File: src/design/vsb_pkg.sv
// Package for the vertex skinning blend block: payload types, opcodes and constants.
// No dependencies; every other design file refers to it by scoped names.
`default_nettype none
package vsb_pkg;
    localparam int PALETTE_BONES_DEF = 256;
    localparam int ONE_Q15 = 32768;

    typedef enum logic {
        OP_LOAD = 1'b0,
        OP_SKIN = 1'b1
    } t_opcode;

    typedef struct packed {
        logic        opcode;
        logic [7:0]  bone_slot;
        logic [3:0]  elem_index;
        logic signed [31:0] elem_value;
        logic signed [31:0] pos_x;
        logic signed [31:0] pos_y;
        logic signed [31:0] pos_z;
        logic signed [31:0] nrm_x;
        logic signed [31:0] nrm_y;
        logic signed [31:0] nrm_z;
        logic [31:0] bone_indices;
        logic [47:0] blend_weights;
    } t_in_item;

    typedef struct packed {
        logic signed [31:0] skin_pos_x;
        logic signed [31:0] skin_pos_y;
        logic signed [31:0] skin_pos_z;
        logic signed [31:0] skin_nrm_x;
        logic signed [31:0] skin_nrm_y;
        logic signed [31:0] skin_nrm_z;
    } t_out_item;

    // Classified job handed from the front to the back part, a load or a vertex.
    typedef struct packed {
        logic        load;         // palette element write rather than a vertex
        logic        wr_ok;        // load slot is inside the palette
        logic [7:0]  slot;
        logic [3:0]  elem;
        logic signed [31:0] elem_value;
        logic [3:0]  inb;          // influence index is inside the palette
        logic [3:0][7:0] idx;
        logic [3:0][18:0] w;       // each weight is a signed 19-bit value
        logic signed [31:0] pos_x;
        logic signed [31:0] pos_y;
        logic signed [31:0] pos_z;
        logic signed [31:0] nrm_x;
        logic signed [31:0] nrm_y;
        logic signed [31:0] nrm_z;
    } t_job;

    function automatic logic signed [31:0] sat32(input logic signed [63:0] v);
        if (v > 64'sd2147483647) begin
            return 32'sh7fffffff;
        end else if (v < -64'sd2147483648) begin
            return 32'sh80000000;
        end
        return v[31:0];
    endfunction
endpackage
`default_nettype wire

File: src/design/vsb_if.sv
// Valid/ready channel interfaces for input and result transactions.
// Depends on vsb_pkg for the payload types.
`default_nettype none
interface vsb_in_if;
    logic valid;
    logic ready;
    vsb_pkg::t_in_item data;
    modport source (output valid, output data, input ready);
    modport sink (input valid, input data, output ready);
endinterface

`default_nettype wire

File: src/design/vsb_front.sv
// Front part: accepts input transactions and classifies them into load or vertex jobs.
// Depends on vsb_pkg. Loads and vertices share one job stream so their order is kept.
`default_nettype none
module vsb_front #(
    parameter int PALETTE_BONES = vsb_pkg::PALETTE_BONES_DEF
) (
    vsb_in_if.sink          i_in,
    input  wire logic       i_job_ready,
    output logic            o_job_valid,
    output vsb_pkg::t_job   o_job
);
    logic [17:0] wsum;
    assign i_in.ready = i_job_ready;
    assign o_job_valid = i_in.valid && i_in.ready;

    assign wsum = 18'(i_in.data.blend_weights[15:0]) + 18'(i_in.data.blend_weights[31:16])
                + 18'(i_in.data.blend_weights[47:32]);

    always_comb begin
        o_job.load = (i_in.data.opcode == vsb_pkg::OP_LOAD);
        o_job.wr_ok = {1'b0, i_in.data.bone_slot} < 9'(PALETTE_BONES);
        o_job.slot = i_in.data.bone_slot;
        o_job.elem = i_in.data.elem_index;
        o_job.elem_value = i_in.data.elem_value;
        o_job.pos_x = i_in.data.pos_x;
        o_job.pos_y = i_in.data.pos_y;
        o_job.pos_z = i_in.data.pos_z;
        o_job.nrm_x = i_in.data.nrm_x;
        o_job.nrm_y = i_in.data.nrm_y;
        o_job.nrm_z = i_in.data.nrm_z;
        for (int k = 0; k < 4; k++) begin
            o_job.idx[k] = i_in.data.bone_indices[8*k +: 8];
            o_job.inb[k] = {1'b0, o_job.idx[k]} < 9'(PALETTE_BONES);
        end
        for (int k = 0; k < 3; k++) begin
            o_job.w[k] = {3'b000, i_in.data.blend_weights[16*k +: 16]};
        end
        // The fourth weight may go negative when the other three exceed one.
        o_job.w[3] = 19'(vsb_pkg::ONE_Q15) - 19'(wsum);
    end
endmodule
`default_nettype wire

File: src/flat_wrapper.sv
// flat-port wrapper written by rule: the top's interface ports become plain ports
module vsb_front_flat 
#(
    parameter int PALETTE_BONES = vsb_pkg::PALETTE_BONES_DEF
)
  (i_job_ready, o_job_valid, o_job, i_in_valid, i_in_data, i_in_ready);
  vsb_in_if i_in_i ();
  input  wire logic i_job_ready;
  output logic o_job_valid;
  output vsb_pkg::t_job o_job;
  input wire logic [$bits(i_in_i.valid)-1:0] i_in_valid;
  input wire logic [$bits(i_in_i.data)-1:0] i_in_data;
  output wire logic [$bits(i_in_i.ready)-1:0] i_in_ready;
  assign i_in_i.valid = i_in_valid;
  assign i_in_i.data = i_in_data;
  assign i_in_ready = i_in_i.ready;
  vsb_front #(.PALETTE_BONES(PALETTE_BONES)) u_core (.i_in(i_in_i), .i_job_ready(i_job_ready), .o_job_valid(o_job_valid), .o_job(o_job));
endmodule
File: config.mk
export PLATFORM = sky130hd
export DESIGN_NAME = vsb_front_flat
export DESIGN_NICKNAME = d
export VERILOG_FILES = /design/src/design/vsb_pkg.sv /design/src/design/vsb_if.sv /design/src/design/vsb_front.sv /design/src/flat_wrapper.sv
export SDC_FILE = /design/constraint.sdc
export NUM_CORES = 1
export LEC_CHECK = 0
export ABC_CLOCK_PERIOD_IN_PS = 6900
export BUFFER_PORTS_ARGS = -buffer_cell sky130_fd_sc_hd__buf_2
export CAP_MARGIN = 20
export CORE_AREA = 2 2 263 265
export DETAILED_ROUTE_END_ITERATION = 8
export DIE_AREA = 0 0 265 267
export SETUP_SLACK_MARGIN = 0.2
export SYNTH_ARGS = -nofsm -noshare
export SYNTH_HDL_FRONTEND = slang
export SYNTH_SLANG_ARGS = --single-unit
File: constraint.sdc
create_clock -name vclk -period 6.9
set_clock_uncertainty 0.2 [all_clocks]
set_input_delay 1.38 -clock vclk [all_inputs]
set_output_delay 1.38 -clock vclk [all_outputs]
set_load 0.005 [all_outputs]
======== Yosys cells after proc, flatten, opt, wreduce, memory -nomap -nowiden ========
Index checks and enable logic that the tools add are counted.
Widths: inputs -> output; s select.
word-level totals
  word-level logic and storage cells ...... 5
  register bits after elaboration ......... 0
cells by class
  $add $sub $neg .......................... 3
  reduce and logical (&&, ||, !) cells .... 1
  bitwise logic cells ..................... 1
operators with widths
  kind                    number
  $sub 16x18->19 const A  1
  $add 18x16->18          1
  $add 16x16->17          1
  $logic_and 1x1->1       1
  $not 1->1               1

======== Depth between registers and ports, before layout ========
Gate-level depths: netlist of run 1.
  depth after elaboration ................. 3
  depth in mapped cells ................... 19

======== Least setup slack after synthesis of run 1 ========
No wires, ideal clock.
  path kind ............................... input to output
  from .................................... in i_in_data[0]
  to ...................................... out o_job[266] (netlist name)
  arrival ................................. 5025 ps
  buffers on the path ..................... 0
  setup slack ............................. 295 ps
  data required time ...................... 5320 ps
  stages on the path ...................... 19
  path through ............................ ha_1 -> inv_1 -> fa_1 -> nor2b_1 -> o2111a_1 -> nor3_1 -> or2_2 -> nor2b_1 -> o21ai_0 -> a21boi_0 -> ha_1 -> a21oi_1 -> o21ai_0 -> or3_2 -> o311ai_1 -> a311oi_2 -> and3_2 -> a31o_2 -> a221oi_2
RTL lines
  element          RTL line            RTL
  start, declared  flat_wrapper.sv:12  input wire logic [$bits(i_in_i.data)-1:0] i_in_data;
  end, declared    flat_wrapper.sv:10  output vsb_pkg::t_job o_job;

==> out/metrics.cfg, run 1 <==
[global_route]
grt_max_degree = 8
grtUsageTotal = 0.0586
grt_pass1_wl_microns = 27800
grt_pass1_vias = 3364
antenna_found_initial = 4
gr-total-overflow = 0

[drt]
wl_per_cell_microns = 16.6
routed_wl_microns = 22800
wl_met3_microns = 3390
routed.top_layer = met5
first_iter_violations = 55
wl_met2_microns = 9870
drt_pass1_iterations = 4
antenna_left = 0
m1WireLength_microns = 7350
drcViolationCount = 0
num_vias = 3319
vias_per_cell = 2.42

[setup_path]
worstSetupPathType = in2out
cpMostUsedCell = buf_4
worstPathMaxFanout = 5
crit_chain = buf_8 > ha_4 > inv_2 > fa_2 > nor2b_2 > o2111a_2 > nor3_4 > o311ai_2 > buf_4 > a21oi_2 > xnor2_1 > ha_1 > a21o_1 > a22o_1 > a311oi_4 > xor2_2 > buf_4 > nand3_4 > a221oi_2 > buf_2
cp_slowest_cell = a311oi_4
worstPathRequired_ns = 5.32
startpoint_type = input pin
cp-end-kind = output pin
critPathMaxStageDelay_ns = 0.36
arrival_ns = 5.18

[die]
die-area_sq_um = 70800
fp.dieH_microns = 267
rows = 96
die_x_microns = 265
fp.coreArea_sq_um = 68000
ioPinCount = 671
initial_utilization = 0.0663

[pwr]
power_density_nw_per_um2 = 193
p_leak_nw = 1.96
irDropWorstVdd_mv = 0.0605

[cells_and_area]
fillers = 7983
regArea_sq_um = 0
layout.cells.non_filler = 1371
fin_nets = 843
area_delta_synth_final_pct = 9.30
clkbuf_count = 0
drive_above_1_share = 0.586
design.seq.count = 0
multi_input_area_sq_um = 2410

[timing]
slew_viol_final = 0
timing.fmax_mhz = 148
post-route-period-util = 0.980
finalCriticalPeriod_ns = 6.76
finalSetupTns_ns = 0
finalSetupViolCount = 0
grt_setup_unrepaired = true
slew_headroom = 0.669
worst_hold_slack_ns = 2.56
worstMarginPinSlew_ns = 0.491
hold_viol = 0

[synth]
netlist_instances = 600
synth-adder-area-share = 0.103
synth_xor_area_frac = 0.0778
ys_seq_area_frac = 0
ys_warn_count = 0
syn_area_per_cell_sq_um = 7.51
netlist.area_leader.share = 0.552
synth-compound-area-share = 0.139
synth.most_common_cell = buf_4
ys_top_cells_by_count = buf_4 (331), ha_1 (34), xnor2_1 (27)
synth_top_family_by_area = buffers and inverters
yosysTopAreaCell = buf_4
synth_mux_area_frac = 0.00222
synthDistinctLibCells = 61
synthSimpleGateAreaFrac = 0.109
yosys-top-cells-area = buf_4 (55%), ha_1 (9.4%), xnor2_1 (5.2%), xor2_1 (2.5%), a21oi_1 (2.2%)
netlist_area_sq_um = 4510

[run_status]
status = completed

[placed_design]
dp_hpwl_microns = 20100
gp_congestion = 0.647
portBuffers = 121
dp_cells = 1345

[flow_run]
maxCapViolCount = 0

[worst_hold_path]
hold_path.class = in2out

[clock_tree]
holdBufCountCts = 0

cell families (layout without fill, tap and decap cells):
| group | count (synthesis) | in the layout |
|---|---|---|
| AO/OA/AOI/OAI | 83 | 83 |
| XOR/XNOR | 40 | 40 |
| adder cells (fa/ha/maj) | 36 | 36 |
| buffers and inverters | 349 | 223 |
| multiplexers | 1 | 1 |
| other | 2 | 17 |
| AND/OR/NAND/NOR | 89 | 89 |
layer usage:
layer / GRT usage / vias up
met3: 0.0330 / 142
met5: 0.0104 / -
li1: - / 1418
met2: 0.0927 / 342
met1: 0.0551 / 1415
met4: 0.0475 / 2
worst max-delay path, delay by kind of cell:
family | cells | cell delay [ns]
buffers and inverters | 5 | 0.62
XOR/XNOR | 2 | 0.35
AND/OR/NAND/NOR | 3 | 0.30
adder cells (fa/ha/maj) | 3 | 0.82
AO/OA/AOI/OAI | 7 | 1.71
report_power, final:
part	switching [mW]	internal (mW)
combinational	0.477	0.475
clock	0	0.0000000500
sequential	0	0
worst paths after layout:
path / startpoint / end / slack [ns] / cells after the start
max: i_in_data[0] / o_job[266] / 0.14 / 20
min: i_in_data[181] / o_job[101] / 2.56 / 0
final cells by class:
class / count / area share
Tap cell: 882 / 0.224
Inverter: 16 / 0.0122
Timing Repair Buffer: 207 / 0.273
Antenna cell: 3 / 0.00152
Multi-Input combinational cell: 263 / 0.490
what timing repair did:
item | CTS | global route
setup endpoints to repair | 7 | 10
setup buffers | 12 | 11
pin swaps | 31 | 46
resized for setup | 50 | 56
layout by cell type (no fill, tap or decap), drive strengths merged, types with 5 or more instances in the layout:
master,n
a21o,10
a21oi,21
buf,207
conb,14
ha,34
inv,16
nand2,13
nand2b,5
nand3,13
nor2,18
nor2b,9
nor3,12
o211ai,5
o21a,5
o21ai,14
xnor2,27
xor2,13
stage by stage:
| step | worst slack, ns | utilization | power, mW | area [sq um] |
|---|---|---|---|---|
| after CTS | 0.0688 | 0.0667 | 0.863 | 4540 |
| after floorplan | 0.295 | - | 0.545 | 4550 |
| after global placement | -0.369 | 0.0623 | 0.773 | 4240 |
| after global routing | -0.0490 | 0.0724 | 1.05 | 4920 |
| after detailed placement | -0.434 | 0.0623 | 0.779 | 4240 |
| final | 0.135 | 0.0724 | 0.952 | 4920 |
Power figures use the tool's default switching activity.
==> run 2, diff against run 1 <==
Settings changed: ABC_CLOCK_PERIOD_IN_PS 6900 to 8050, CORE_AREA 2 2 263 265 to 2 2 259 261, DIE_AREA 0 0 265 267 to 0 0 261 263.
Clock period 6.9 ns to 8.05 ns, I/O delays scaled along.
==> run 2 against run 1 <==
Net effect:
- global-route usage rose by 0.80 points
- flip-flop and latch count did not move
- worst hold slack improved by 0.46 ns
- critical endpoint unchanged
==> out/metrics.cfg, run 2 (synthesized netlist as in run 1, its figures left out) <==
[run_status]
status = completed

[setup_path]
worstSetupPathType = in2out
worstPathMaxFanout = 7  ; +2
crit_chain = buf_2 > ha_1 > inv_1 > fa_2 > nor2b_2 > o2111a_2 > nor3_2 > or2_2 > nor2b_1 > o21ai_0 > a21boi_1 > ha_2 > a21oi_1 > o21ai_2 > or3_2 > o311ai_1 > a311oi_2 > and3_2 > a31o_2 > a221oi_2 > buf_2
arrival_ns = 5.71  ; +0.53 ns
cp_slowest_cell = or3_2
critPathMaxStageDelay_ns = 0.48  ; +0.12 ns
cpMostUsedCell = buf_2
worstPathRequired_ns = 6.24  ; +0.92 ns
cp-end-kind = output pin
startpoint_type = input pin

[worst_hold_path]
worstHoldStart = i_in_data[188]
hold_path.class = in2out
hold_end = o_job[108]
whs_path_depth = 0  ; unchanged

[timing]
worstMarginPinSlew_ns = 0.493  ; +0.00142 ns
finalSetupViolCount = 0  ; unchanged
grt_setup_unrepaired = false
slew_headroom = 0.669  ; about the same
timing.fmax_mhz = 133
post-route-period-util = 0.935
worst_hold_slack_ns = 3.02  ; +0.460 ns
finalSetupTns_ns = 0  ; unchanged
finalCriticalPeriod_ns = 7.52
slew_viol_final = 0  ; unchanged
hold_viol = 0  ; unchanged

[die]
die-area_sq_um = 68600  ; -3.0%
initial_utilization = 0.0687  ; +0.00238
ioPinCount = 671  ; unchanged
die_x_microns = 261  ; -1.5%
fp.coreArea_sq_um = 65600  ; -3.5%
rows = 94  ; -2.1%
fp.dieH_microns = 263  ; -1.5%

[global_route]
grt_pass1_vias = 2869  ; -15%
grt_pass1_wl_microns = 29600  ; +6.6%
antenna_found_initial = 5  ; +1
grt_max_degree = 9  ; +1
grtUsageTotal = 0.0666  ; +0.00798
gr-total-overflow = 0  ; unchanged

[cells_and_area]
layout.cells.non_filler = 1266  ; -7.7%
area_delta_synth_final_pct = -16.1
drive_above_1_share = 0.376  ; -0.211
final_core_util = 0.0576  ; -0.0148
mostFrequentLayoutCells = buf_2 (121), ha_1 (33), xnor2_1 (27)
regArea_sq_um = 0  ; unchanged
fin_nets = 759  ; -10%
design.seq.count = 0  ; unchanged
final_common_cell = buf_2
clkbuf_count = 0  ; unchanged
diodes = 0  ; -3

[placed_design]
portBuffers = 121  ; unchanged
gp_congestion = 0.640  ; -1.0%
dp_hpwl_microns = 22900  ; +14%
dp_cells = 1265  ; -5.9%

[drt]
routed_wl_microns = 24600  ; +8.0%
drt_pass1_iterations = 6  ; +2
wl_per_cell_microns = 19.4  ; +17%
drcViolationCount = 0  ; unchanged
antenna_left = 0  ; unchanged
vias_per_cell = 2.34  ; -3.3%
num_vias = 2964  ; -11%
first_iter_violations = 62  ; +13%

[clock_tree]
holdBufCountCts = 0  ; unchanged

[pwr]
finalPower_mw = 0.551  ; -42%
power_density_nw_per_um2 = 146  ; -25%
irDropWorstVdd_mv = 0.0287  ; -53%
p_leak_nw = 1.40  ; -29%

[flow_run]
maxCapViolCount = 0  ; unchanged

## run 2: changes by cell type in the layout (fill, tap and decap cells not counted), moves of 5 or more
cell | previous run | this run
xnor2_1 | 19 | 27
a21oi_2 | 7 | 0
buf_2 | 115 | 121
buf_4 | 75 | 2
ha_4 | 5 | 0
a21oi_1 | 12 | 20
buf_6 | 15 | 0
xnor2_2 | 8 | 0
## run 2: how the worst max path moves through the flow
stage | from | to | slack [ns] | depth (start not counted)
floorplan | i_in_data[0] | o_job[266] | 0.99 | 19
global placement | i_in_data[0] | o_job[266] | 0.18 | 21
detailed placement | i_in_data[0] | o_job[266] | 0.08 | 21
CTS | i_in_data[1] | o_job[265] | 0.20 | 19
global route | i_in_data[0] | o_job[265] | 0.23 | 20
finish | i_in_data[0] | o_job[266] | 0.53 | 21
## run 2: report_power, final
part	internal (mW)	switching [mW]	total, mW	leakage (nW)
Combinational	0.225	0.326	0.551	1.40
Clock	0	0	0	0
Sequential	0	0	0	0
Total	0.225	0.326	0.551	1.40
## run 2: final cells by class
type / count / area [sq um]
inverter: 16 / 60.1
timing repair buffer: 123 / 621
fill: 7783 / 61800
tap: 864 / 1080
multi-input combinational: 263 / 2020
## run 2: stage by stage
stage | setup WS, ns | cell area, sq um
after floorplan | 0.985 | 4550
final | 0.525 | 3780
after CTS | 0.201 | 3750
after detailed placement | 0.0759 | 3750
after global routing | 0.234 | 3780
after global placement | 0.184 | 3750
## run 2: metal layers
layer / vias to the layer above / share of wire / track usage
li1: 1254 / - / -
met1: 1252 / 0.32 / 0.0631
met2: 324 / 0.42 / 0.0989
met3: 132 / 0.19 / 0.0548
met4: 2 / 0.068 / 0.0367
met5: - / 0.0039 / 0.0135
## run 2: what timing repair did
action,4_1_cts,5_1_grt
endpoints found under the setup margin,4,5
pin swaps,0,3
endpoints found under the hold margin,0,0
setup buffers,0,1
resized for setup,3,9
## run 2: worst max-delay path, delay by kind of cell
kind,cells,cell delay (ns)
compound gates,9,1.52
fa+ha+maj,3,0.89
buf+inv,3,0.32
simple gates,6,1.39
