==> config.mk <==
export PLATFORM = sky130hd
export DESIGN_NAME = vsb_queue
export DESIGN_NICKNAME = d
export VERILOG_FILES = /design/src/design/vsb_pkg.sv /design/src/design/vsb_queue.sv
export SDC_FILE = /design/constraint.sdc
export NUM_CORES = 1
export LEC_CHECK = 0
export ABC_AREA = 1
export BUFFER_PORTS_ARGS = -buffer_cell sky130_fd_sc_hd__buf_2
export CAP_MARGIN = 15
export CORE_AREA = 2 2 272 274
export CTS_BUF_LIST = sky130_fd_sc_hd__clkbuf_16
export DETAILED_ROUTE_END_ITERATION = 7
export DIE_AREA = 0 0 274 276
export PLACE_DENSITY = 0.67
export SETUP_SLACK_MARGIN = 0.4
export SLEW_MARGIN = 40
export SYNTH_ARGS = -nofsm -noshare
export SYNTH_HDL_FRONTEND = slang
export SYNTH_SLANG_ARGS = --single-unit
==> constraint.sdc <==
create_clock -name i_clk -period 23.4 [get_ports i_clk]
set_input_delay 1.17 -clock i_clk [delete_from_list [all_inputs] [get_ports i_clk]]
set_output_delay 1.17 -clock i_clk [all_outputs]
set_load 0.02 [all_outputs]
==> src/design/vsb_pkg.sv <==
// Package for the vertex skinning blend block: payload types, opcodes and constants.
// No dependencies; every other design file refers to it by scoped names.
`default_nettype none
package vsb_pkg;
    localparam int PALETTE_BONES_DEF = 256;
    localparam int ONE_Q15 = 32768;

    typedef enum logic {
        OP_LOAD = 1'b0,
        OP_SKIN = 1'b1
    } t_opcode;

    typedef struct packed {
        logic        opcode;
        logic [7:0]  bone_slot;
        logic [3:0]  elem_index;
        logic signed [31:0] elem_value;
        logic signed [31:0] pos_x;
        logic signed [31:0] pos_y;
        logic signed [31:0] pos_z;
        logic signed [31:0] nrm_x;
        logic signed [31:0] nrm_y;
        logic signed [31:0] nrm_z;
        logic [31:0] bone_indices;
        logic [47:0] blend_weights;
    } t_in_item;

    typedef struct packed {
        logic signed [31:0] skin_pos_x;
        logic signed [31:0] skin_pos_y;
        logic signed [31:0] skin_pos_z;
        logic signed [31:0] skin_nrm_x;
        logic signed [31:0] skin_nrm_y;
        logic signed [31:0] skin_nrm_z;
    } t_out_item;

    // Classified job handed from the front to the back part, a load or a vertex.
    typedef struct packed {
        logic        load;         // palette element write rather than a vertex
        logic        wr_ok;        // load slot is inside the palette
        logic [7:0]  slot;
        logic [3:0]  elem;
        logic signed [31:0] elem_value;
        logic [3:0]  inb;          // influence index is inside the palette
        logic [3:0][7:0] idx;
        logic [3:0][18:0] w;       // each weight is a signed 19-bit value
        logic signed [31:0] pos_x;
        logic signed [31:0] pos_y;
        logic signed [31:0] pos_z;
        logic signed [31:0] nrm_x;
        logic signed [31:0] nrm_y;
        logic signed [31:0] nrm_z;
    } t_job;

    function automatic logic signed [31:0] sat32(input logic signed [63:0] v);
        if (v > 64'sd2147483647) begin
            return 32'sh7fffffff;
        end else if (v < -64'sd2147483648) begin
            return 32'sh80000000;
        end
        return v[31:0];
    endfunction
endpackage
`default_nettype wire

==> src/design/vsb_queue.sv <==
// Short two-entry queue between the front and the back part.
// Depends on vsb_pkg for the job type.
`default_nettype none
module vsb_queue (
    input  wire logic     i_clk,
    input  wire logic     i_rst_n,
    input  wire logic     i_valid,
    input  vsb_pkg::t_job i_data,
    output logic          o_ready,
    output logic          o_valid,
    output vsb_pkg::t_job o_data,
    input  wire logic     i_ready
);
    vsb_pkg::t_job r_mem [2];
    logic r_wp, r_rp;
    logic [1:0] r_cnt;
    logic push, pop;
    assign o_ready = r_cnt != 2'd2;
    assign o_valid = r_cnt != 2'd0;
    assign o_data = r_mem[r_rp];
    assign push = i_valid && o_ready;
    assign pop = o_valid && i_ready;

    always_ff @(posedge i_clk) begin
        if (push) begin
            r_mem[r_wp] <= i_data;
        end
        if (!i_rst_n) begin
            r_wp <= 1'b0;
            r_rp <= 1'b0;
            r_cnt <= 2'd0;
        end else begin
            if (push) r_wp <= ~r_wp;
            if (pop) r_rp <= ~r_rp;
            r_cnt <= r_cnt + 2'(push) - 2'(pop);
        end
    end
endmodule
`default_nettype wire

# == Word level (Yosys, flattened, before mapping) ==
# Memory sizes are Yosys's and may differ from the RTL's. A register that Yosys moved wholly into a read port is not among the register bits.
# Index checks and enable logic that the tools add are counted.
# word_totals
output_inout_bits,352
in_bits,354
mem_count,1
elab_cells,16
mem_bits_rw,700
register_bits,4
# op_classes
add_sub_neg,2
n_eq_ne,1
n_reduce_logical,3
bitwise,2
muxes,4
# memory_table
name,depth,width,read_ports,rd_ports_with_merged_regs,wr,line_no,rtl
r_mem,2,350,1,1,1,vsb_queue.sv:14,vsb_pkg::t_job r_mem [2];
# op_table
cell,count
$mux 1,4
$add 2x1->2,1
$logic_and 1x1->1,2
$ne 2x2->1 const B,1
$not 1->1,2
$reduce_bool 2->1,1
$sub 2x1->2,1

# == Depth between registers and ports, before layout ==
# Gate-level depths: netlist of run 1.
# logic_depth
depth_word,4
depth_mapped,11
mapped_depth_nobuf,11

# == Least setup slack after synthesis of run 1 ==
# No wires, ideal clock.
# synth_timing
kind,input port to flip-flop
from,input port i_valid
to,"memory r_mem[0][0] in the netlist's numbering, enable pin"
arrival_time_ns,15.732
setup_ns,1.069
n_path_buf,0
path_slack_ns,6.599
stages,2
path_cell_list,nand2_1 nor2_1
# synth_between
elab_chain_cells,3
# synth_rtl
element,line_no,rtl
"start, declared",vsb_queue.sv:7,"input wire logic i_valid,"
$logic_and 1x1->1,vsb_queue.sv:21,assign push = i_valid && o_ready;
$mux 1,vsb_queue.sv:25,if (push) begin
$mux 1 (implied by the code),vsb_queue.sv:26,r_mem[r_wp] <= i_data;
"end, declared",vsb_queue.sv:14,
# No other way between the ends.

==> metrics.cfg, run 1 <==
[status]
status=complete, no violations

[logic_synthesis]
netlist_area_sq_um=26820
syn_area_per_cell_sq_um=23.84
ys_types=13
yosys_register_bits=705
ys_warn_count=0
synth_nets=1481
seq_area_frac_synth=0.7874
syn_inst=1125

[die]
core_area_sq_um=72590
fp.dieW_microns=274
rows=99
dieArea_sq_um=75620
initial_core_util=0.3695
die_h_microns=276
ioPinCount=706

[placement]
port_buffers=705
place_congestion=0.8441
post-place-cells=2764
dp_hpwl_microns=40480

[critical_path]
max_stage_delay_ns=0.67
cp.required_ns=22.23
cp-end-kind=primary output
r2r_cells=6
cp_slowest_cell=buf_6
crit_fanout=59
worst-setup-path-type=flop to primary output
cp_common_cell=buf_6
cp-start-kind=flop
path_cells=buf_4 > buf_6 > buf_6 > mux2_4 > buf_2
arrival_ns=3.91

[timing]
rsz0062_at_grt=false
slew_headroom=0.4443
fin_crit_sh=0.2173
maxSlewViolCount=0
fmax_mhz=196.7
hold_viol_final=0
fin_skew_ns=0.01910
setup_viol=0
whs_ns=0.5128
worst_slew_pin_slew_ns=0.8336
tns_ns=0
finalCriticalPeriod_ns=5.085

[cells_and_area]
final_core_util=0.4635
layout-drive-gt1-share=0.6041
finalNetCount=2238
area_growth_pct=25.44
fin_cells=2908

[clock_network]
postCtsSetupRepairBufs=0
cts_buffers=74
cts_root_buffer=clkbuf_16
cts_resized=0
tritoncts=built
clockBufferDepth=3
cts_htree_levels=3
insertion_delay_ns=0.59
clk_pin_slew_worst_paths_ns=0.05
ctsHoldBuffers=0
clkSinkCount=705

[global_routing]
grt_pass1_wl_microns=84110
grt_use_total=0.1473
grt_pass1_vias=14020
grt_overflow=0
grt_max_degree=147
antenna_found_initial=24

[power]
power_density_nw_per_um2=112.9
static-leakage-power_nw=13.09
vdd_drop_max_mv=0.09623
finalPower_mw=3.797

[min_path]
min_path_cells=2
min_path_type=flop to flop

[detailed_routing]
finalWirelength_microns=58240
drtIter0Drc=815
drt_first_pass_iters=5
wl_per_cell_microns=20.03
vias_per_cell=4.561
ant_nets=0
drc=0
vias=13260

[job]
maxCapViolations=0

[worst max-delay path: cells and delay by family (launching register included)]
family	cells	cell delay [ns]
buffers and inverters	4	2.15
flip-flops	1	0.63
multiplexers	1	0.36
[Yosys cell counts]
library cell  instances  share of area
edfxtp_1            700           0.78
buf_2                 5        0.00093
nand2_1               9         0.0013
buf_6                11         0.0046
ha_1                  2        0.00093
mux2_2               50          0.021
buf_8                23          0.013
a21oi_1               2        0.00037
mux2_4              300           0.17
inv_1                 7        0.00098
dfxtp_1               5         0.0037
nand3_1               3        0.00056
nor2_1                8         0.0011
[final timing paths]
kind                             from                     end  slack [ns]
setup reg to reg  r_cnt[0]$_SDFF_PN0_  r_mem[1][77]$_DFFE_PP_       20.24
hold reg to reg     r_rp$_SDFFE_PN0P_                    flop        0.51
setup / recovery                 flop             o_data[105]       18.32
hold / removal      r_rp$_SDFFE_PN0P_                    flop        0.51
[cell type report]
cell class / instances / area (sq um)
Multi-Input combinational cell: 374 / 5189
Fill cell: 6178 / 38940
Inverter: 7 / 38.79
Antenna cell: 9 / 22.52
Clock buffer: 75 / 1877
Tap cell: 959 / 1200
Sequential cell: 705 / 21120
Timing Repair Buffer: 720 / 3724
Clock inverter: 59 / 471.7
[stage by stage]
stage               instance area (sq um)  setup slack, ns
floorplan                           26820            6.599
global placement                    31180            18.29
detailed placement                  31240            18.74
CTS                                 33590            18.06
global route                        33640            18.08
finish                              33650            18.32
[sequential cells by signal, indices dropped and copies added (netlist names), named ones only]
signal and cells:
r_wp 1, r_cnt 2, r_mem 700, r_rp 1
[report_power, final]
group | internal (mW) | leakage (nW) | switching [mW]
combinational | 0.433 | 5.31 | 0.596
clock | 0.652 | 1.21 | 0.470
sequential | 1.60 | 6.58 | 0.0481
total | 2.68 | 13.1 | 1.11
[layout by cell type, fill, tap and decap left out, types with 4 or more instances in the layout]
cell type	count
mux2_4	300
buf_6	10
clkinv_2	7
clkbuf_16	75
nand2_1	9
diode_2	9
buf_2	705
mux2_2	50
clkinv_1	19
inv_1	22
bufinv_16	6
edfxtp_1	700
dfxtp_1	4
nor2_1	7
[cells by family after synthesis]
group,share of synthesized area
DFF,0.7874
muxes,0.1889
buffers and inverters,0.01941
and+or+nand+nor,0.002939
AOI/OAI and AO/OA,0.0003732
adders and majority gates,0.0009328
[layer usage]
metal,track usage,part of all wire
met1,0.1529,0.35
met5,0,0.0027
met4,0.06368,0.033
met3,0.05576,0.091
met2,0.2629,0.52
No activity file was read; power rests on OpenSTA's default activity.
==> run 2: changes to the inputs <==
==> constraint.sdc (replaced) <==
create_clock -name i_clk -period 5.3 [get_ports i_clk]
set_input_delay 0.265 -clock i_clk [delete_from_list [all_inputs] [get_ports i_clk]]
set_output_delay 0.265 -clock i_clk [all_outputs]
set_load 0.02 [all_outputs]
==> run 2 against run 1 <==
  * Routed wire length grew 11%
  * Largest power group unchanged
  * Power grew to 4.5 times the previous value
  * Critical path type unchanged
  * Highest routed layer unchanged
  * Worst hold slack lost 0.14 ns
  * Sequential power grew to 4.4 times the previous value
  * Via count grew 12%
  * Count of clock-buffer cells in the layout grew 1
  * Setup slack lost 16 ns
==> metrics.cfg, run 2 (synthesis results as in run 1) <==
[status]
status=complete, no violations  ; unchanged

[cells_and_area]
mostFrequentLayoutCell=buf_2  ; unchanged
design_area_sq_um=37400  ; was 33650 sq um
layout_common_cells=buf_2, edfxtp_1, dlygate4sd3_1  ; was buf_2, edfxtp_1, mux2_4
fin_cells=3259  ; was 2908
regArea_sq_um=21130  ; was 21120 sq um
layout-drive-gt1-share=0.5187  ; was 0.6041
regMostFlops=r_mem  ; unchanged
reg.largest.list=r_mem: 700 flops, r_cnt: 2 flops  ; unchanged
fillers=5776  ; was 6178
largest_reg_flops=700  ; unchanged
multiInputGateArea_sq_um=5211  ; was 5189 sq um
area_growth_pct=39.44  ; was 25.44%
finalNetCount=2600  ; was 2238

[placement]
place_congestion=0.8329  ; was 0.8441
port_buffers=705  ; unchanged
post-place-cells=2772  ; was 2764
placed_cell_area_sq_um=31410  ; was 31240 sq um
dp_hpwl_microns=42610  ; was 40480 microns

[critical_path]
crit_fanout=87  ; was 59
cp-start-kind=flop  ; unchanged
r2r_cells=7  ; was 6
r2r_setup_slack_ns=2.72  ; was 20.24 ns
cp-end-kind=primary output  ; unchanged
reg2reg_from=r_cnt[0]$_SDFF_PN0_  ; unchanged
cp.required_ns=5.04  ; was 22.23 ns
arrival_ns=2.83  ; was 3.91 ns
worst-setup-path-type=flop to primary output  ; unchanged
crit-reg2reg-capture=r_mem[0][197]$_DFFE_PP_  ; was r_mem[1][77]$_DFFE_PP_

[power]
pwr-share-comb=0.282  ; was 0.271
swShare=0.2963  ; was 0.2933
internal_power_mw=12.15  ; was 2.683 mW
power_density_nw_per_um2=461.8  ; was 112.9 nW/um^2
vdd_drop_max_mv=0.3119  ; was 0.09623 mV
p_clk_frac=0.296  ; was 0.295
finalPower_mw=17.27  ; was 3.797 mW
static-leakage-power_nw=14.66  ; was 13.09 nW
seqPwrFrac=0.422  ; was 0.434
switchingPower_mw=5.117  ; was 1.114 mW

[timing]
worst_slew_pin_slew_ns=0.7477  ; was 0.8336 ns
finalCriticalPeriod_ns=3.094
rsz0062_at_grt=false  ; unchanged
maxSlewViolCount=0  ; unchanged
fmax_mhz=323.2
slew_headroom=0.5015  ; was 0.4443
hold_viol_final=0  ; unchanged
tns_ns=0  ; unchanged
setup_viol=0  ; unchanged
whs_ns=0.3745  ; was 0.5128 ns
fin_skew_ns=0.02227  ; was 0.01910 ns
fin_crit_sh=0.5838

[global_routing]
grtUsageMet3=0.05663  ; was 0.05576
grt_overflow=0  ; unchanged
use_met2=0.2953  ; was 0.2629
grt_pass1_vias=16240  ; was 14020
antenna_found_initial=4  ; was 24
grt_pass1_wl_microns=94550  ; was 84110 microns
met1_usage=0.1704  ; was 0.1529
grt_use_total=0.1639  ; was 0.1473
busiest_layer=met2  ; unchanged
grt_max_degree=134  ; was 147

[clock_network]
cts_root_buffer=clkbuf_16  ; unchanged
tritoncts=built  ; unchanged
insertion_delay_ns=0.60  ; was 0.59 ns
postCtsSetupRepairBufs=0  ; unchanged
clkSinkCount=705  ; unchanged
clockBufferDepth=3  ; unchanged
cts_buffers=75  ; was 74
cts_htree_levels=3  ; unchanged
clk_pin_slew_worst_paths_ns=0.06  ; was 0.05 ns

[detailed_routing]
drc=0  ; unchanged
ant_nets=0  ; unchanged
drt_first_pass_iters=5  ; unchanged
finalWirelength_microns=64560  ; was 58240 microns
vias=14840  ; was 13260
wl_per_cell_microns=19.81  ; was 20.03 microns
vias_per_cell=4.554  ; was 4.561
drtIter0Drc=838  ; was 815

[min_path]
min_path_type=input port to flop  ; was flop to flop
min_from=i_data[130]  ; was r_rp$_SDFFE_PN0P_
min_path_cells=2  ; unchanged
min_to=r_mem[1][130]$_DFFE_PP_

[die]
dieArea_sq_um=75620  ; unchanged
core_area_sq_um=72590  ; unchanged
fp.dieW_microns=274  ; unchanged
ioPinCount=706  ; unchanged
initial_core_util=0.3695  ; unchanged
die_h_microns=276  ; unchanged
rows=99  ; unchanged

[job]
maxCapViolations=0  ; unchanged

[run 2: worst max-delay path, cell delays in order, from the launching register on]
cell and delay [ns]:
dfxtp_4 0.69, buf_12 0.30, buf_12 0.50, mux2_4 0.37, buf_2 0.16
[run 2: area by class of cell]
cell class / count / share of cell area
clock buffers: 76 / 0.05085
multi-input cells: 374 / 0.1393
inverters: 7 / 0.0008029
clock inverters: 55 / 0.01398
repair buffers: 1081 / 0.1979
flip-flops and latches: 705 / 0.5649
well taps: 959 / 0.03208
diodes: 2 / 0.0001338
[run 2: metrics by stage]
step	utilization	setup slack, ns
after global placement	0.4313	2.711
final	0.5152	2.206
after floorplan	-	-0.8868
after global routing	0.5152	2.072
after CTS	0.5148	2.124
after detailed placement	0.4327	2.709
[run 2: worst max-delay path by stage]
stage / startpoint / slack, ns / end / depth (start not counted)
floorplan: r_cnt[0]$_SDFF_PN0_ / -0.89 / r_mem[1][0]$_DFFE_PP_ / 4
global placement: flop / 2.71 / o_data[324] / 3
detailed placement: r_cnt[0]$_SDFF_PN0_ / 2.71 / r_mem[0][152]$_DFFE_PP_ / 6
CTS: flop / 2.12 / o_data[289] / 4
global route: flop / 2.07 / o_data[289] / 4
finish: flop / 2.21 / o_data[326] / 4
[run 2: what timing repair did]
action                                  4_1_cts  5_1_grt
hold buffers                                353        0
endpoints found under the setup margin        0        0
gates resized for setup                       0        0
hold endpoints to repair                    705        0
[run 2: power groups by stage]
stage               clock (mW)  sequential [mW]  combinational, mW
floorplan                    0             7.46               3.36
global placement             0             7.40               4.56
detailed placement           0             7.40               4.67
CTS                       5.23             7.29               4.90
global route              5.46             7.35               5.14
finish                    5.11             7.29               4.88
[run 2: routing by layer]
metal  routed length [microns]  vias to the layer above
li1                          -                     6727
met1                     22710                     7356
met2                     33760                      626
met3                      5775                      129
met4                      2298                        4
met5                        24                        -
==> run 3: changes to the inputs <==
--- a/config.mk
+++ b/config.mk
@@ -8,10 +8,10 @@
 export ABC_AREA = 1
 export BUFFER_PORTS_ARGS = -buffer_cell sky130_fd_sc_hd__buf_2
 export CAP_MARGIN = 15
-export CORE_AREA = 2 2 272 274
+export CORE_AREA = 2 2 278 280
 export CTS_BUF_LIST = sky130_fd_sc_hd__clkbuf_16
 export DETAILED_ROUTE_END_ITERATION = 7
-export DIE_AREA = 0 0 274 276
+export DIE_AREA = 0 0 280 282
 export PLACE_DENSITY = 0.67
 export SETUP_SLACK_MARGIN = 0.4
 export SLEW_MARGIN = 40
==> constraint.sdc (replaced) <==
create_clock -name i_clk -period 2.8 [get_ports i_clk]
set_input_delay 0.14 -clock i_clk [delete_from_list [all_inputs] [get_ports i_clk]]
set_output_delay 0.14 -clock i_clk [all_outputs]
set_load 0.02 [all_outputs]
==> run 3 against run 2 <==
  * Power is 91% higher
  * Clock power is 86% higher
  * Die area is 4.4% higher
  * Final area is 0.92% higher
  * Final cell count is 1.8% higher
  * Count of clock-buffer cells in the layout is 1 lower
  * Global-route usage is 0.50 points lower
  * Via count is 0.40% higher
  * Utilization is 1.7 points lower
  * Critical path depth stayed put
  * Sequential share of layout area is 0.51 points lower
  * Flip-flop and latch count stayed put
==> metrics.cfg, run 3 (synthesis results as in run 1) <==
[critical_path]
cp.required_ns=2.66  ; was 5.04 ns
arrival_ns=2.11  ; was 2.83 ns
cp-start-kind=flop  ; unchanged
cp-end-kind=primary output  ; unchanged
worst-setup-path-type=flop to primary output  ; unchanged
crit_fanout=18  ; was 87
reg2reg_from=r_cnt[0]$_SDFF_PN0_  ; unchanged

[min_path]
min_from=i_data[1]  ; was i_data[130]
min_path_type=input port to flop  ; unchanged

[detailed_routing]
vias_per_cell=4.492  ; was 4.554
finalWirelength_microns=66670  ; was 64560 microns
drt_first_pass_iters=5  ; unchanged
drtIter0Drc=707  ; was 838
drc=0  ; unchanged
ant_nets=0  ; unchanged
vias=14900  ; was 14840
wl_per_cell_microns=20.10  ; was 19.81 microns

[global_routing]
grt_use_total=0.1589  ; was 0.1639
grt_max_degree=98  ; was 134
antenna_found_initial=4  ; unchanged
grt_pass1_wl_microns=94990  ; was 94550 microns
grt_overflow=0  ; unchanged
grt_pass1_vias=16460  ; was 16240

[timing]
fin_crit_sh=0.8025
finalCriticalPeriod_ns=2.247
hold_viol_final=0  ; unchanged
tns_ns=0  ; unchanged
slew_headroom=0.5515  ; was 0.5015
fin_skew_ns=0.01742  ; was 0.02227 ns
fin_ws_ns=0.5530  ; was 2.206 ns
setup_viol=0  ; unchanged
fmax_mhz=445.0
maxSlewViolCount=0  ; unchanged
worst_slew_pin_slew_ns=0.6728  ; was 0.7477 ns
rsz0062_at_grt=false  ; unchanged

[die]
dieArea_sq_um=78960  ; was 75620 sq um
core_area_sq_um=75700  ; was 72590 sq um
fp.dieW_microns=280  ; was 274 microns
die_h_microns=282  ; was 276 microns
initial_core_util=0.3543  ; was 0.3695
rows=101  ; was 99
ioPinCount=706  ; unchanged

[power]
vdd_drop_max_mv=0.5751  ; was 0.3119 mV
static-leakage-power_nw=14.87  ; was 14.66 nW
power_density_nw_per_um2=873.2  ; was 461.8 nW/um^2

[status]
status=complete, no violations  ; unchanged

[placement]
place_congestion=0.7765  ; was 0.8329
port_buffers=705  ; unchanged
placed_cell_area_sq_um=31670  ; was 31410 sq um
dp_hpwl_microns=43530  ; was 42610 microns
dp_slack_ns=0.9007  ; was 2.709 ns

[cells_and_area]
regMostFlops=r_mem  ; unchanged
finalNetCount=2633  ; was 2600
fillers=6056  ; was 5776
reg.largest.list=r_mem: 700 flops, r_cnt: 2 flops  ; unchanged
mostFrequentLayoutCell=buf_2  ; unchanged
area_growth_pct=40.72  ; was 39.44%
layout_common_cells=buf_2, edfxtp_1, dlygate4sd3_1  ; unchanged
layout-drive-gt1-share=0.5253  ; was 0.5187
design_area_sq_um=37740  ; was 37400 sq um
largest_reg_flops=700  ; unchanged

[clock_network]
clkSinkCount=705  ; unchanged
tritoncts=built  ; unchanged
clk_pin_slew_worst_paths_ns=0.06  ; about the same
cts_buffers=74  ; was 75
cts_root_buffer=clkbuf_16  ; unchanged
clockBufferDepth=3  ; unchanged
insertion_delay_ns=0.61  ; was 0.60 ns
cts_htree_levels=3  ; unchanged

[job]
maxCapViolations=0  ; unchanged

==> run 3: cell types whose count changed in the layout (fill, tap and decap cells not counted), sizes merged <==
cell      change
buf          +31
inv           +7
bufbuf        +3
bufinv        -2
clkbuf        -1
clkinv        -1
clkinvlp      +1
diode         +1
==> run 3: power by group <==
| part | switching, mW | internal [mW] | total, mW | leakage (nW) |
|---|---|---|---|---|
| combinational | 5.41 | 4.28 | 9.69 | 7.07 |
| sequential | 0.382 | 13.4 | 13.7 | 6.58 |
| clock | 4.13 | 5.40 | 9.53 | 1.22 |
==> run 3: path summary, 6_finish.rpt <==
kind                       endpoint  slack [ns]  cells after the start
max                      o_data[97]        0.55                      4
min           r_mem[0][1]$_DFFE_PP_        0.24                      2
max reg2reg  r_mem[1][50]$_DFFE_PP_        0.87                      6
min reg2reg       r_rp$_SDFFE_PN0P_        0.53                      2
==> run 3: area by class of cell <==
type,count,area [sq um],share of cell area
timing repair buffer,1115,7766,0.2058
sequential,705,21130,0.5597
clock inverter,60,501.7,0.01329
clock buffer,75,1877,0.04972
tap,978,1224,0.03242
multi-input combinational,374,5211,0.1381
inverter,7,30.03,0.0007956
antenna,3,7.507,0.0001989
==> run 3: per-layer routing <==
| metal | vias up | part of all wire | wire length, microns | global-route usage |
|---|---|---|---|---|
| li1 | 6801 | - | - | - |
| met4 | 0 | 0.029 | 1928 | 0.06115 |
| met1 | 7415 | 0.38 | 25240 | 0.1733 |
| met3 | 126 | 0.071 | 4741 | 0.04616 |
| met2 | 559 | 0.52 | 34760 | 0.2905 |
| met5 | - | 0 | 0 | 0 |
==> run 3: worst max-delay path, stage by stage (launching register included) <==
cell and delay (ns):
dfxtp_4 0.41, buf_16 0.20, buf_4 0.36, mux2_4 0.35, buf_2 0.16
==> run 3: through the flow <==
stage          utilization  power (mW)  hold WS, ns  std cells
3_5_place_dp        0.4184       23.08       0.3309       2819
3_3_place_gp        0.4184       22.90       0.3270       2819
5_1_grt             0.4986       34.22       0.2082       3316
2_1_floorplan            -       20.48       0.2334       1125
6_report            0.4986       32.96       0.2373       3317
4_1_cts             0.4985       33.28       0.1869       3314
==> run 3: timing repair <==
action	4_1_cts	5_1_grt
setup endpoints to repair	241	0
setup buffers	4	0
hold endpoints to repair	705	0
hold buffers	353	0
gates resized for setup	4	0
